===== config.mk =====
export PLATFORM = sky130hd
export DESIGN_NAME = circle_rasterizer
export DESIGN_NICKNAME = d
export VERILOG_FILES = /design/src/rtl/circ_pkg.sv /design/src/rtl/circ_front.sv /design/src/rtl/circ_fifo.sv /design/src/rtl/circ_back.sv /design/src/rtl/circle_rasterizer.sv
export SDC_FILE = /design/constraint.sdc
export NUM_CORES = 1
export LEC_CHECK = 0
export ABC_AREA = 0
export BUFFER_PORTS_ARGS = -buffer_cell sky130_fd_sc_hd__buf_2
export CORE_MARGIN = 2
export CORE_UTILIZATION = 50
export DETAILED_ROUTE_END_ITERATION = 12
export PLACE_DENSITY = 0.75
export SYNTH_ARGS = -nofsm -noshare
export SYNTH_HDL_FRONTEND = slang
export SYNTH_SLANG_ARGS = --single-unit

===== constraint.sdc =====
create_clock -name clk_i -period 5.39 [get_ports clk_i]
set_input_delay 0.539 -clock clk_i [delete_from_list [all_inputs] [get_ports clk_i]]
set_output_delay 0.539 -clock clk_i [all_outputs]
set_load 0.02 [all_outputs]

===== src/rtl/circ_pkg.sv =====
// Shared constants for the midpoint circle rasterizer.
`timescale 1ns / 1ps
package circ_pkg;

  // Item function codes
  localparam logic FUNC_START = 1'b0;
  localparam logic FUNC_STEP  = 1'b1;

  // Fixed field widths
  localparam int unsigned PIX_W   = 12;
  localparam int unsigned COLOR_W = 8;

  // Decision value constants
  localparam int unsigned D_INIT      = 3;
  localparam int unsigned D_STEP_DIAG = 10;
  localparam int unsigned D_STEP_FLAT = 6;

  // Octant jobs held between front and back
  localparam int unsigned QUEUE_DEPTH = 2;

  // Pixels per job, last pixel index
  localparam logic [2:0] PIX_LAST = 3'd7;

endpackage


===== src/rtl/circ_front.sv =====
// Front end: accepts items, updates the midpoint state and issues octant jobs.
`timescale 1ns / 1ps
module circ_front #(
  parameter int unsigned COORD_BITS = 10,
  parameter int unsigned JOB_W      = 4 * COORD_BITS + 2 + 8 + 1
) (
  input  logic                  clk_i,
  input  logic                  rst_ni,
  input  logic                  in_valid_i,
  output logic                  in_ready_o,
  input  logic                  func_i,
  input  logic [COORD_BITS-1:0] center_x_i,
  input  logic [COORD_BITS-1:0] center_y_i,
  input  logic [COORD_BITS-1:0] radius_i,
  input  logic [circ_pkg::COLOR_W-1:0] color_i,
  input  logic                  q_full_i,
  output logic                  push_o,
  output logic [JOB_W-1:0]      job_o
);
  import circ_pkg::*;

  localparam int unsigned XW = COORD_BITS + 1;
  localparam int unsigned DW = COORD_BITS + 5;

  logic [COORD_BITS-1:0] cx_q, cy_q;
  logic [XW-1:0]         x_q, x_d;
  logic signed [XW-1:0]  y_q, y_d;
  logic signed [DW-1:0]  d_q, d_d;
  logic [COLOR_W-1:0]    color_q;
  logic                  active_q, active_d;

  logic [XW-1:0]        x_inc;
  logic signed [XW-1:0] y_new, y_start;
  logic signed [DW-1:0] x_ext, y_ext, r_ext, d_step, d_start;
  logic                 go_diag, done;
  logic                 accept, is_start;

  assign in_ready_o = !q_full_i;
  assign accept     = in_valid_i && in_ready_o;
  assign is_start   = (func_i == FUNC_START);
  assign push_o     = accept && (is_start || active_q);

  always_comb begin
    go_diag = !d_q[DW-1] && (d_q != '0);
    x_inc   = x_q + XW'(1);
    y_new   = go_diag ? (y_q - $signed(XW'(1))) : y_q;
    x_ext   = $signed({{(DW-XW){1'b0}}, x_inc});
    y_ext   = $signed({{(DW-XW){y_new[XW-1]}}, y_new});
    if (go_diag) begin
      d_step = d_q + ((x_ext - y_ext) <<< 2) + $signed(DW'(D_STEP_DIAG));
    end else begin
      d_step = d_q + (x_ext <<< 2) + $signed(DW'(D_STEP_FLAT));
    end
    done    = (y_ext < x_ext);
    r_ext   = $signed({{(DW-COORD_BITS){1'b0}}, radius_i});
    d_start = $signed(DW'(D_INIT)) - (r_ext <<< 1);
    y_start = $signed({1'b0, radius_i});
  end

  always_comb begin
    x_d      = x_q;
    y_d      = y_q;
    d_d      = d_q;
    active_d = active_q;
    job_o    = {cx_q, cy_q, x_inc, y_new, color_q, done};
    if (is_start) begin
      x_d      = '0;
      y_d      = y_start;
      d_d      = d_start;
      active_d = 1'b1;
      job_o    = {center_x_i, center_y_i, XW'(0), y_start, color_i, 1'b0};
    end else if (active_q) begin
      x_d      = x_inc;
      y_d      = y_new;
      d_d      = d_step;
      active_d = !done;
    end
  end

  always_ff @(posedge clk_i or negedge rst_ni) begin
    if (!rst_ni) begin
      cx_q     <= '0;
      cy_q     <= '0;
      x_q      <= '0;
      y_q      <= '0;
      d_q      <= '0;
      color_q  <= '0;
      active_q <= 1'b0;
    end else if (accept) begin
      if (is_start) begin
        cx_q    <= center_x_i;
        cy_q    <= center_y_i;
        color_q <= color_i;
      end
      x_q      <= x_d;
      y_q      <= y_d;
      d_q      <= d_d;
      active_q <= active_d;
    end
  end

  // A final step leaves the circle idle
  a_done_clears: assert property (@(posedge clk_i) disable iff (!rst_ni)
    (push_o && !is_start && done) |=> !active_q)
    else $error("active still set after final step");

  // Steps while idle issue no job
  a_idle_no_push: assert property (@(posedge clk_i) disable iff (!rst_ni)
    (accept && !is_start && !active_q) |-> !push_o)
    else $error("job issued for step while idle");

endmodule


===== src/rtl/circ_fifo.sv =====
// Two-entry job queue between front and back.
`timescale 1ns / 1ps
module circ_fifo #(
  parameter int unsigned DATA_W = 8
) (
  input  logic              clk_i,
  input  logic              rst_ni,
  input  logic              push_i,
  input  logic [DATA_W-1:0] data_i,
  output logic              full_o,
  input  logic              pop_i,
  output logic              valid_o,
  output logic [DATA_W-1:0] data_o
);
  import circ_pkg::*;

  localparam int unsigned PW = $clog2(QUEUE_DEPTH);
  localparam int unsigned CW = $clog2(QUEUE_DEPTH + 1);

  logic [DATA_W-1:0] mem_q [QUEUE_DEPTH];
  logic [PW-1:0]     wr_q, rd_q;
  logic [CW-1:0]     cnt_q;

  assign full_o  = (cnt_q == CW'(QUEUE_DEPTH));
  assign valid_o = (cnt_q != '0);
  assign data_o  = mem_q[rd_q];

  always_ff @(posedge clk_i) begin
    if (push_i) begin
      mem_q[wr_q] <= data_i;
    end
  end

  always_ff @(posedge clk_i or negedge rst_ni) begin
    if (!rst_ni) begin
      wr_q  <= '0;
      rd_q  <= '0;
      cnt_q <= '0;
    end else begin
      if (push_i) begin
        wr_q <= (wr_q == PW'(QUEUE_DEPTH - 1)) ? '0 : wr_q + PW'(1);
      end
      if (pop_i) begin
        rd_q <= (rd_q == PW'(QUEUE_DEPTH - 1)) ? '0 : rd_q + PW'(1);
      end
      cnt_q <= cnt_q + CW'(push_i) - CW'(pop_i);
    end
  end

  a_no_overflow: assert property (@(posedge clk_i) disable iff (!rst_ni)
    push_i |-> !full_o)
    else $error("job queue overflow");

  a_no_underflow: assert property (@(posedge clk_i) disable iff (!rst_ni)
    pop_i |-> valid_o)
    else $error("job queue underflow");

endmodule


===== src/rtl/circ_back.sv =====
// Back end: expands one octant job into eight pixels through an output register.
`timescale 1ns / 1ps
module circ_back #(
  parameter int unsigned COORD_BITS = 10,
  parameter int unsigned JOB_W      = 4 * COORD_BITS + 2 + 8 + 1
) (
  input  logic                          clk_i,
  input  logic                          rst_ni,
  input  logic                          job_valid_i,
  input  logic [JOB_W-1:0]              job_i,
  output logic                          pop_o,
  output logic                          out_valid_o,
  input  logic                          out_ready_i,
  output logic signed [circ_pkg::PIX_W-1:0] pixel_x_o,
  output logic signed [circ_pkg::PIX_W-1:0] pixel_y_o,
  output logic [circ_pkg::COLOR_W-1:0]  pixel_color_o,
  output logic                          last_of_step_o,
  output logic                          circle_done_o
);
  import circ_pkg::*;

  localparam int unsigned XW = COORD_BITS + 1;
  localparam int unsigned WW = (COORD_BITS + 3 > PIX_W) ? COORD_BITS + 3 : PIX_W;

  logic [JOB_W-1:0] job_q;
  logic             busy_q;
  logic [2:0]       idx_q;

  logic                  out_valid_q;
  logic signed [PIX_W-1:0] px_q, py_q;
  logic [COLOR_W-1:0]    col_q;
  logic                  last_q, done_q;

  logic [COORD_BITS-1:0] j_cx, j_cy;
  logic [XW-1:0]         j_x;
  logic signed [XW-1:0]  j_y;
  logic [COLOR_W-1:0]    j_col;
  logic                  j_done;

  logic signed [WW-1:0] xe, ye, a, b, dx, dy, sx, sy;
  logic                 adv, last_pix;

  assign {j_cx, j_cy, j_x, j_y, j_col, j_done} = job_q;

  assign adv      = busy_q && (!out_valid_q || out_ready_i);
  assign last_pix = (idx_q == PIX_LAST);
  assign pop_o    = job_valid_i && (!busy_q || (adv && last_pix));

  // Index bit 2 swaps x and y, bit 0 negates the column term, bit 1 the row term
  always_comb begin
    xe = $signed({{(WW-XW){1'b0}}, j_x});
    ye = $signed({{(WW-XW){j_y[XW-1]}}, j_y});
    a  = idx_q[2] ? ye : xe;
    b  = idx_q[2] ? xe : ye;
    dx = idx_q[0] ? -a : a;
    dy = idx_q[1] ? -b : b;
    sx = $signed({{(WW-COORD_BITS){1'b0}}, j_cx}) + dx;
    sy = $signed({{(WW-COORD_BITS){1'b0}}, j_cy}) + dy;
  end

  always_ff @(posedge clk_i) begin
    if (pop_o) begin
      job_q <= job_i;
    end
    if (adv) begin
      px_q   <= sx[PIX_W-1:0];
      py_q   <= sy[PIX_W-1:0];
      col_q  <= j_col;
      last_q <= last_pix;
      done_q <= j_done;
    end
  end

  always_ff @(posedge clk_i or negedge rst_ni) begin
    if (!rst_ni) begin
      busy_q      <= 1'b0;
      idx_q       <= '0;
      out_valid_q <= 1'b0;
    end else begin
      if (adv) begin
        out_valid_q <= 1'b1;
      end else if (out_ready_i) begin
        out_valid_q <= 1'b0;
      end
      if (pop_o) begin
        busy_q <= 1'b1;
        idx_q  <= '0;
      end else if (adv) begin
        idx_q <= idx_q + 3'd1;
        if (last_pix) begin
          busy_q <= 1'b0;
        end
      end
    end
  end

  assign out_valid_o    = out_valid_q;
  assign pixel_x_o      = px_q;
  assign pixel_y_o      = py_q;
  assign pixel_color_o  = col_q;
  assign last_of_step_o = last_q;
  assign circle_done_o  = done_q;

  a_idle_idx: assert property (@(posedge clk_i) disable iff (!rst_ni)
    !busy_q |-> (idx_q == '0))
    else $error("pixel index not at zero while idle");

  a_last_frees: assert property (@(posedge clk_i) disable iff (!rst_ni)
    (adv && last_pix && !pop_o) |=> !busy_q)
    else $error("job not retired after eighth pixel");

endmodule


===== src/rtl/circle_rasterizer.sv =====
// Midpoint circle rasterizer top level.
//
// Usage:
//  - Input channel (in_valid_i / in_ready_o): an item with func_i = start latches
//    the centre, radius and colour and yields the eight symmetric pixels of the
//    first offset pair; func_i = step advances one midpoint step and yields eight
//    more. A step with no circle in progress yields nothing.
//  - Output channel (out_valid_o / out_ready_i): one pixel per item, eight per
//    emitting input item, last_of_step_o on the eighth, circle_done_o on all
//    pixels of the final step.
//  - Path: an accepted item is written into the job queue, then into the back
//    end's job register; its pixels leave through the output register.
//  - Throughput: one pixel per cycle while out_ready_i is high; the back end's
//    pixel counter over the eight octants sets this rate. The front end computes
//    a whole step in the accept cycle and can run ahead by two queued jobs.
//  - Output stall: pixels hold in the output register; the job queue fills and
//    in_ready_o drops only when both queue entries are taken.
//  - Reset clears the circle state (no circle in progress), empties the queue
//    and drops out_valid_o.
`timescale 1ns / 1ps
module circle_rasterizer #(
  parameter int unsigned COORD_BITS = 10
) (
  input  logic                  clk_i,
  input  logic                  rst_ni,
  input  logic                  in_valid_i,
  output logic                  in_ready_o,
  input  logic                  func_i,
  input  logic [COORD_BITS-1:0] center_x_i,
  input  logic [COORD_BITS-1:0] center_y_i,
  input  logic [COORD_BITS-1:0] radius_i,
  input  logic [circ_pkg::COLOR_W-1:0] color_i,
  output logic                  out_valid_o,
  input  logic                  out_ready_i,
  output logic signed [circ_pkg::PIX_W-1:0] pixel_x_o,
  output logic signed [circ_pkg::PIX_W-1:0] pixel_y_o,
  output logic [circ_pkg::COLOR_W-1:0] pixel_color_o,
  output logic                  last_of_step_o,
  output logic                  circle_done_o
);
  import circ_pkg::*;

  // Job: centre, x offset, signed y offset, colour, final-step flag
  localparam int unsigned JOB_W = 4 * COORD_BITS + 2 + COLOR_W + 1;

  logic             push, q_full, q_valid, pop;
  logic [JOB_W-1:0] job_in, job_out;

  circ_front #(
    .COORD_BITS (COORD_BITS),
    .JOB_W      (JOB_W)
  ) u_front (
    .clk_i      (clk_i),
    .rst_ni     (rst_ni),
    .in_valid_i (in_valid_i),
    .in_ready_o (in_ready_o),
    .func_i     (func_i),
    .center_x_i (center_x_i),
    .center_y_i (center_y_i),
    .radius_i   (radius_i),
    .color_i    (color_i),
    .q_full_i   (q_full),
    .push_o     (push),
    .job_o      (job_in)
  );

  circ_fifo #(
    .DATA_W (JOB_W)
  ) u_queue (
    .clk_i   (clk_i),
    .rst_ni  (rst_ni),
    .push_i  (push),
    .data_i  (job_in),
    .full_o  (q_full),
    .pop_i   (pop),
    .valid_o (q_valid),
    .data_o  (job_out)
  );

  circ_back #(
    .COORD_BITS (COORD_BITS),
    .JOB_W      (JOB_W)
  ) u_back (
    .clk_i          (clk_i),
    .rst_ni         (rst_ni),
    .job_valid_i    (q_valid),
    .job_i          (job_out),
    .pop_o          (pop),
    .out_valid_o    (out_valid_o),
    .out_ready_i    (out_ready_i),
    .pixel_x_o      (pixel_x_o),
    .pixel_y_o      (pixel_y_o),
    .pixel_color_o  (pixel_color_o),
    .last_of_step_o (last_of_step_o),
    .circle_done_o  (circle_done_o)
  );

  // The back end takes a job only when the queue holds one
  a_pop_needs_job: assert property (@(posedge clk_i) disable iff (!rst_ni)
    pop |-> q_valid)
    else $error("back end took a job from an empty queue");

  a_ready_tracks_queue: assert property (@(posedge clk_i) disable iff (!rst_ni)
    in_ready_o == !q_full)
    else $error("input ready out of step with queue");

  a_full_blocks: assert property (@(posedge clk_i) disable iff (!rst_ni)
    (q_full && !pop) |=> q_full)
    else $error("queue drained without a pop");

endmodule

### Word level (Yosys, flattened, before mapping)

Memories as Yosys holds them, arrays and structs flattened. A register that Yosys moved wholly into a read port is not among the register bits.
Cells that the tools add are included.
Widths: inputs -> output; s select.

| storage, ports and cells | value |
|---|---|
| memory bits (writable) | 102 |
| register bits after elaboration | 109 |
| input port bits | 43 |
| memories kept | 1 |

| operators by class | value |
|---|---|
| add/sub/neg operators | 17 |
| mux-type cells | 26 |
| bitwise gates (word level) | 1 |
| reduce and logical (&&, ||, !) cells | 22 |
| order comparisons | 1 |
| eq/ne operators | 3 |

Memory list:

| memory | words | width | rd ports | clocked after Yosys merged registers in | write ports | line | RTL |
|---|---|---|---|---|---|---|---|
| u_queue.mem_q | 2 | 51 | 1 | 1 | 1 | circ_fifo.sv:20 | `logic [DATA_W-1:0] mem_q [QUEUE_DEPTH];` |

Operators by type and width:

| operator | count |
|---|---|
| $mux 11 | 5 |
| $mux 51 | 1 |
| $mux 12 | 4 |
| $mux 15 | 3 |
| $add 11x12->12 | 2 |
| $neg 12->12 | 2 |
| $add 15x14->15 | 1 |
| $add 15x15->15 | 1 |
| $add 15x4->15 const B | 1 |
| $add 15x5->15 const B | 1 |
| $reduce_bool 15->1 | 1 |
| $sub 12x11->13 | 1 |
| $lt 11x12->1 | 1 |
| $sub 2x11->12 const A | 1 |
| $add 11x1->11 const B | 1 |
| $mux 1 | 11 |
| $sub 11x2->11 const B | 1 |
| $reduce_bool 2->1 | 4 |
| $logic_and 1x1->1 | 6 |
| $mux 3 | 2 |
| $reduce_and 2->1 | 3 |
| $logic_not 1->1 | 5 |
| $add 3x1->3 const B | 1 |
| $eq 3x3->1 const B | 1 |
| other kinds (7) | 10 |

### Longest topological paths before layout

| logic depth | value |
|---|---|
| word-level depth | 9 |
| gate-level depth with buffers | 22 |

### Modules after synthesis

Synthesis repeated with hierarchy kept, for this count alone.

| second synthesis, totals | value |
|---|---|
| cells, all modules | 1,153 |
| area total of the unflattened synthesis | 14,375.0 µm² |

Modules (own cells, without submodules):

| module | sequential area each (µm²) | area each (µm²) | times used | cells each |
|---|---|---|---|---|
| circ_front | 1,651.6 | 5,655.4 | 1 | 624 |
| circ_back | 2,677.6 | 4,588.2 | 1 | 355 |
| circ_fifo | 3,163.0 | 4,131.5 | 1 | 174 |

### Worst setup path before layout

No wires, ideal clock.

| path | value |
|---|---|
| path type | register to register |
| start point | register u_front.d_q[1] |
| end point | register u_front.d_q[14] |
| stages on the path, launching flop included | 21 |
| setup time | 0.120 ns |
| setup slack | 0.366 ns |
| clock period less this slack | 5.024 ns |
| data arrival time | 4.904 ns |
| required time | 5.270 ns |
| path through | dfrtp_1 -> nor4_1 -> a41oi_1 -> clkbuf_1 -> and4bb_1 -> and2b_1 -> xnor2_1 -> ha_1 -> and3_1 -> clkbuf_1 -> and3_1 -> a2111oi_1 -> o21bai_1 -> xor2_1 -> ha_1 -> ha_1 -> nand3_1 -> o211ai_1 -> nand4_1 -> o32a_1 -> and3_1 |

| on the way | value |
|---|---|
| word-level cells in the longest chain between the ends | 9 |
| elaborated cells between the ends (all ways) | 11 |
| those cells by class | add/sub: 5; mux: 4; reduce/logical: 2 |

RTL lines:

| element | line | RTL |
|---|---|---|
| from (decl) | circ_front.sv:28 | `logic signed [DW-1:0] d_q, d_d;` |
| from (signal assigned) | circ_front.sv:86 | `d_q <= '0;` |
| from (signal assigned) | circ_front.sv:97 | `d_q <= d_d;` |
| $reduce_bool 15->1 | circ_front.sv:44 | `go_diag = !d_q[DW-1] && (d_q != '0);` |
| $logic_and 1x1->1 | circ_front.sv:44 |  |
| $mux 11 | circ_front.sv:46 | `y_new = go_diag ? (y_q - $signed(XW'(1))) : y_q;` |
| $sub 12x11->13 | circ_front.sv:50 | `d_step = d_q + ((x_ext - y_ext) <<< 2) + $signed(DW'(D_STEP_DIAG));` |
| $add 15x15->15 | circ_front.sv:50 |  |
| $add 15x5->15 | circ_front.sv:50 |  |
| $mux 15 * | circ_front.sv:49 | `if (go_diag) begin` |
| $mux 15 * | circ_front.sv:72 | `end else if (active_q) begin` |
| $mux 15 * | circ_front.sv:66 | `if (is_start) begin` |

Every way passes the cells marked *; elsewhere a longest branch is shown, timed or not. The select of a mux whose other input is x is not followed.
A chain may end at the register's enable or synchronous reset.

### Worst setup path in the final report

Ends and elaborated chain as after synthesis.

==> qor.yml <==
antenna_left: 0
tightest_slew_ps: 1040
grt_pass1_wl_microns: 47100
yosysSeqAreaShare_pct: 53.7
area_growth_syn_to_layout_pct: 13.8
syn-mean-instance-area_sq_um: 12.2
critPathMaxStageDelay_ps: 430
wirelength_microns: 29700
synth.distinct_cells: 74
drt_iter0_markers: 681
clock-skew-final_ps: 16.9
routedWlPerCell_microns: 18.1
post_cts_buffers: 0
insertedDiodeCount: 0
path_common_cell: "ha_1"
p_seq_share_pct: 32.5
p_sw_share_pct: 38.4
synth_cells: 1141
die-area_sq_um: 29300
whs_ps: 248
rsz0062_at_grt: "false"
internal-power_mw: 6.24
finalSetupViolations: 0
port_buffers: 78
cts_root_buf: "clkbuf_16"
grt_max_degree: 58
grt-ovfl-total: 0
rrSetupSlack_ps: 260
place_area_sq_um: 14900
combPwrFrac_pct: 49.2
cpMaxStageDelayCell: "dfrtp_1"
ff2ff_path_depth: 19
ys.flop_type: "edfxtp_1"
dpl.hpwl_microns: 21200
dieHeight_microns: 171
fin_nets: 1373
hp-class: "in -> reg"
synth-seq-cells: 262
path_buf_inv: 2
syn_nets: 1276
leakage_nw: 6.30
clkPwrFrac_pct: 18.3
cts_tree: "done"
startpoint_type: "register"
initial_core_util_pct: 50.5
p_per_area_nw_per_um2: 638
final.setup.worst_slack_ps: 256
relSlewSlack_pct: 30.4
r2r-end: "u_front.d_q[14]$_DFFE_PN0P_"
end_kind: "register"
io_pins: 79
p_total_mw: 10.1
gp_congestion: 0.905
dpl.cell_count: 1585
clockBufferDepth: 3
yosys_warnings: 0
ir_drop_mv: 0.436
grt_pass1_vias: 9118
min_from: "center_x_i[2]"
finalHoldViolations: 0
viasPerCell: 5.57
synth_edf_count: 187
p_switching_mw: 3.89
grt_usage_pct: 20.5
setup_tns_ps: 0
arrival_ps: 5550
whs_path_depth: 2
syn-cell-area_sq_um: 14000
maxCapViolations: 0
num_vias: 9131
async_reset_ff_share_pct: 28.6
numCtsBuffers: 28
drv_slew: 0
critPathKind: "reg -> reg"
critPathTopFamily: "compound AO/OA/AOI/OAI gates"
path_max_fanout: 5
worstPathCellList: "nor4_2, a41oi_2, buf_4, a21oi_1, inv_1, ha_1, nor2b_1, or2_2, maj3_1, xor2_1, ha_1, ha_1, a211oi_1, o21bai_1, a31oi_1, o211ai_1, a211oi_1, o21ai_0, and3_1"
final_core_util_pct: 57.5
firstDrtPassIters: 5
fmax_mhz: 195
period_share_pct: 95.2
die_x_microns: 171
min_period_ps: 5130
clk_pin_slew_ps: 60
cp.required_ps: 5810
status: "finished, final reports clean"
cts_num_sinks: 262
drc_errors: 0
clkLatencyLatePin_ps: 540
min_to: "u_front.cx_q[2]$_DFFE_PN0P_"
fin_area_sq_um: 15900
drive_gt1_share_pct: 23.1
antenna_found_initial: 0
rows: 61
coreArea_sq_um: 27600
preCtsSetupSlack_ps: 136
instances_no_fill: 1638
r2r-start: "u_front.d_q[1]$_DFFE_PN0P_"
h-tree-depth: 1
==> cells in the mapped netlist (all sizes together), types with 6 or more instances <==
| master | number | share of area, % |
|---|---|---|
| and2 | 9 | 0.40 |
| inv | 45 | 1.2 |
| o211ai | 13 | 0.70 |
| buf | 12 | 0.37 |
| edfxtp | 187 | 40 |
| nand2b | 9 | 0.40 |
| ha | 87 | 7.8 |
| nand2 | 73 | 2.0 |
| o31ai | 7 | 0.41 |
| nand3 | 19 | 0.68 |
| nor2 | 83 | 2.3 |
| o21ai | 56 | 2.0 |
| dfrtp | 75 | 13 |
| a31oi | 12 | 0.54 |
| xor2 | 47 | 2.9 |
| clkbuf | 27 | 0.73 |
| o21a | 8 | 0.43 |
| mux2 | 122 | 9.8 |
| and3 | 12 | 0.57 |
| nor3b | 8 | 0.43 |
| a21oi | 45 | 1.6 |
| a211oi | 12 | 0.68 |
| o21bai | 6 | 0.32 |
| mux2i | 14 | 1.0 |
| xnor2 | 46 | 2.9 |
| nor3 | 25 | 0.90 |
| a21o | 13 | 0.70 |
==> cell type report <==
class                   instances  area [sq um]
fillers                      2248         11800
flip-flops and latches        262          7490
multi-input cells             795          6230
clock buffers                  45           826
repair buffers                106           606
well taps                     378           473
inverters                      45           169
clock inverters                 7          76.3
==> what timing repair did <==
item	in CTS	in global routing
gates resized for setup	0	13
setup endpoints to repair	0	5
hold endpoints to repair	18	0
hold buffers	1	0
==> registers in the layout, indices dropped and copies added, names as in the netlist, 2 cells and up <==
register	count
u_back.job_q	51
u_front.cy_q	10
u_back.pixel_y_o	12
u_front.color_q	8
u_front.y_q	11
u_queue.mem_q	102
u_back.pixel_x_o	12
u_front.d_q	15
u_front.cx_q	10
u_back.idx_q	3
u_queue.cnt_q	2
u_front.x_q	11
u_back.pixel_color_o	8
==> metal layers <==
layer	share of wire, %	track usage, %	wire length (microns)
met5	0	0	0
met4	1.8	5.49	532
met3	4.6	3.05	1370
met2	50	35.9	14700
met1	44	26.7	13100
==> placed cells by master (no fill, tap or decap), drive strengths merged, types with 4 or more instances in the layout <==
cell	netlist	layout
or2	5	5
nor3b	8	8
ha	87	87
a211oi	12	12
xor2	47	47
o21bai	6	6
a21o	13	13
nand4	4	4
nand2	73	73
o21ai	56	56
and3	12	12
a21boi	4	4
clkbuf	27	45
a21oi	45	45
nor2b	5	5
nor2	83	83
xnor2	46	46
nand3	19	19
nor3	25	25
dfrtp	75	75
nand2b	9	9
fa	5	5
o21a	8	8
mux2	122	122
and2	9	9
inv	45	47
mux2i	14	14
buf	12	105
edfxtp	187	187
o211ai	13	13
o31ai	7	7
a31oi	12	12
==> power by group through the flow <==
stage / Combinational, mW / Sequential (mW) / Clock, mW
floorplan: 3.65 / 3.34 / 0
global placement: 4.77 / 3.28 / 0
detailed placement: 4.88 / 3.31 / 0
CTS: 4.92 / 3.28 / 1.89
global route: 5.57 / 3.36 / 1.96
finish: 4.99 / 3.29 / 1.85
==> cell families after synthesis <==
family	count (synthesis)	share of synthesized area [%]
and+or+nand+nor	269	9.23
xor gates and xnor gates	94	6.00
muxes	136	10.8
adders and majority gates	93	8.59
AOI/OAI and AO/OA	203	9.34
DFF	262	53.7
buffers and inverters	84	2.30
==> worst max path at each step <==
stage	startpoint	to	slack [ps]	depth (start not counted)
2_1_floorplan	u_front.d_q[1]$_DFFE_PN0P_	u_front.d_q[14]$_DFFE_PN0P_	370	20
3_3_place_gp	u_front.d_q[1]$_DFFE_PN0P_	u_front.d_q[11]$_DFFE_PN0P_	210	22
3_5_place_dp	u_front.d_q[4]$_DFFE_PN0P_	u_front.d_q[11]$_DFFE_PN0P_	140	22
4_1_cts	u_front.d_q[4]$_DFFE_PN0P_	u_front.d_q[11]$_DFFE_PN0P_	90	22
5_1_grt	u_front.d_q[8]$_DFFE_PN0P_	u_front.d_q[14]$_DFFE_PN0P_	1	21
6_report	u_front.d_q[1]$_DFFE_PN0P_	u_front.d_q[14]$_DFFE_PN0P_	260	19
Power figures use the tool's default switching activity.
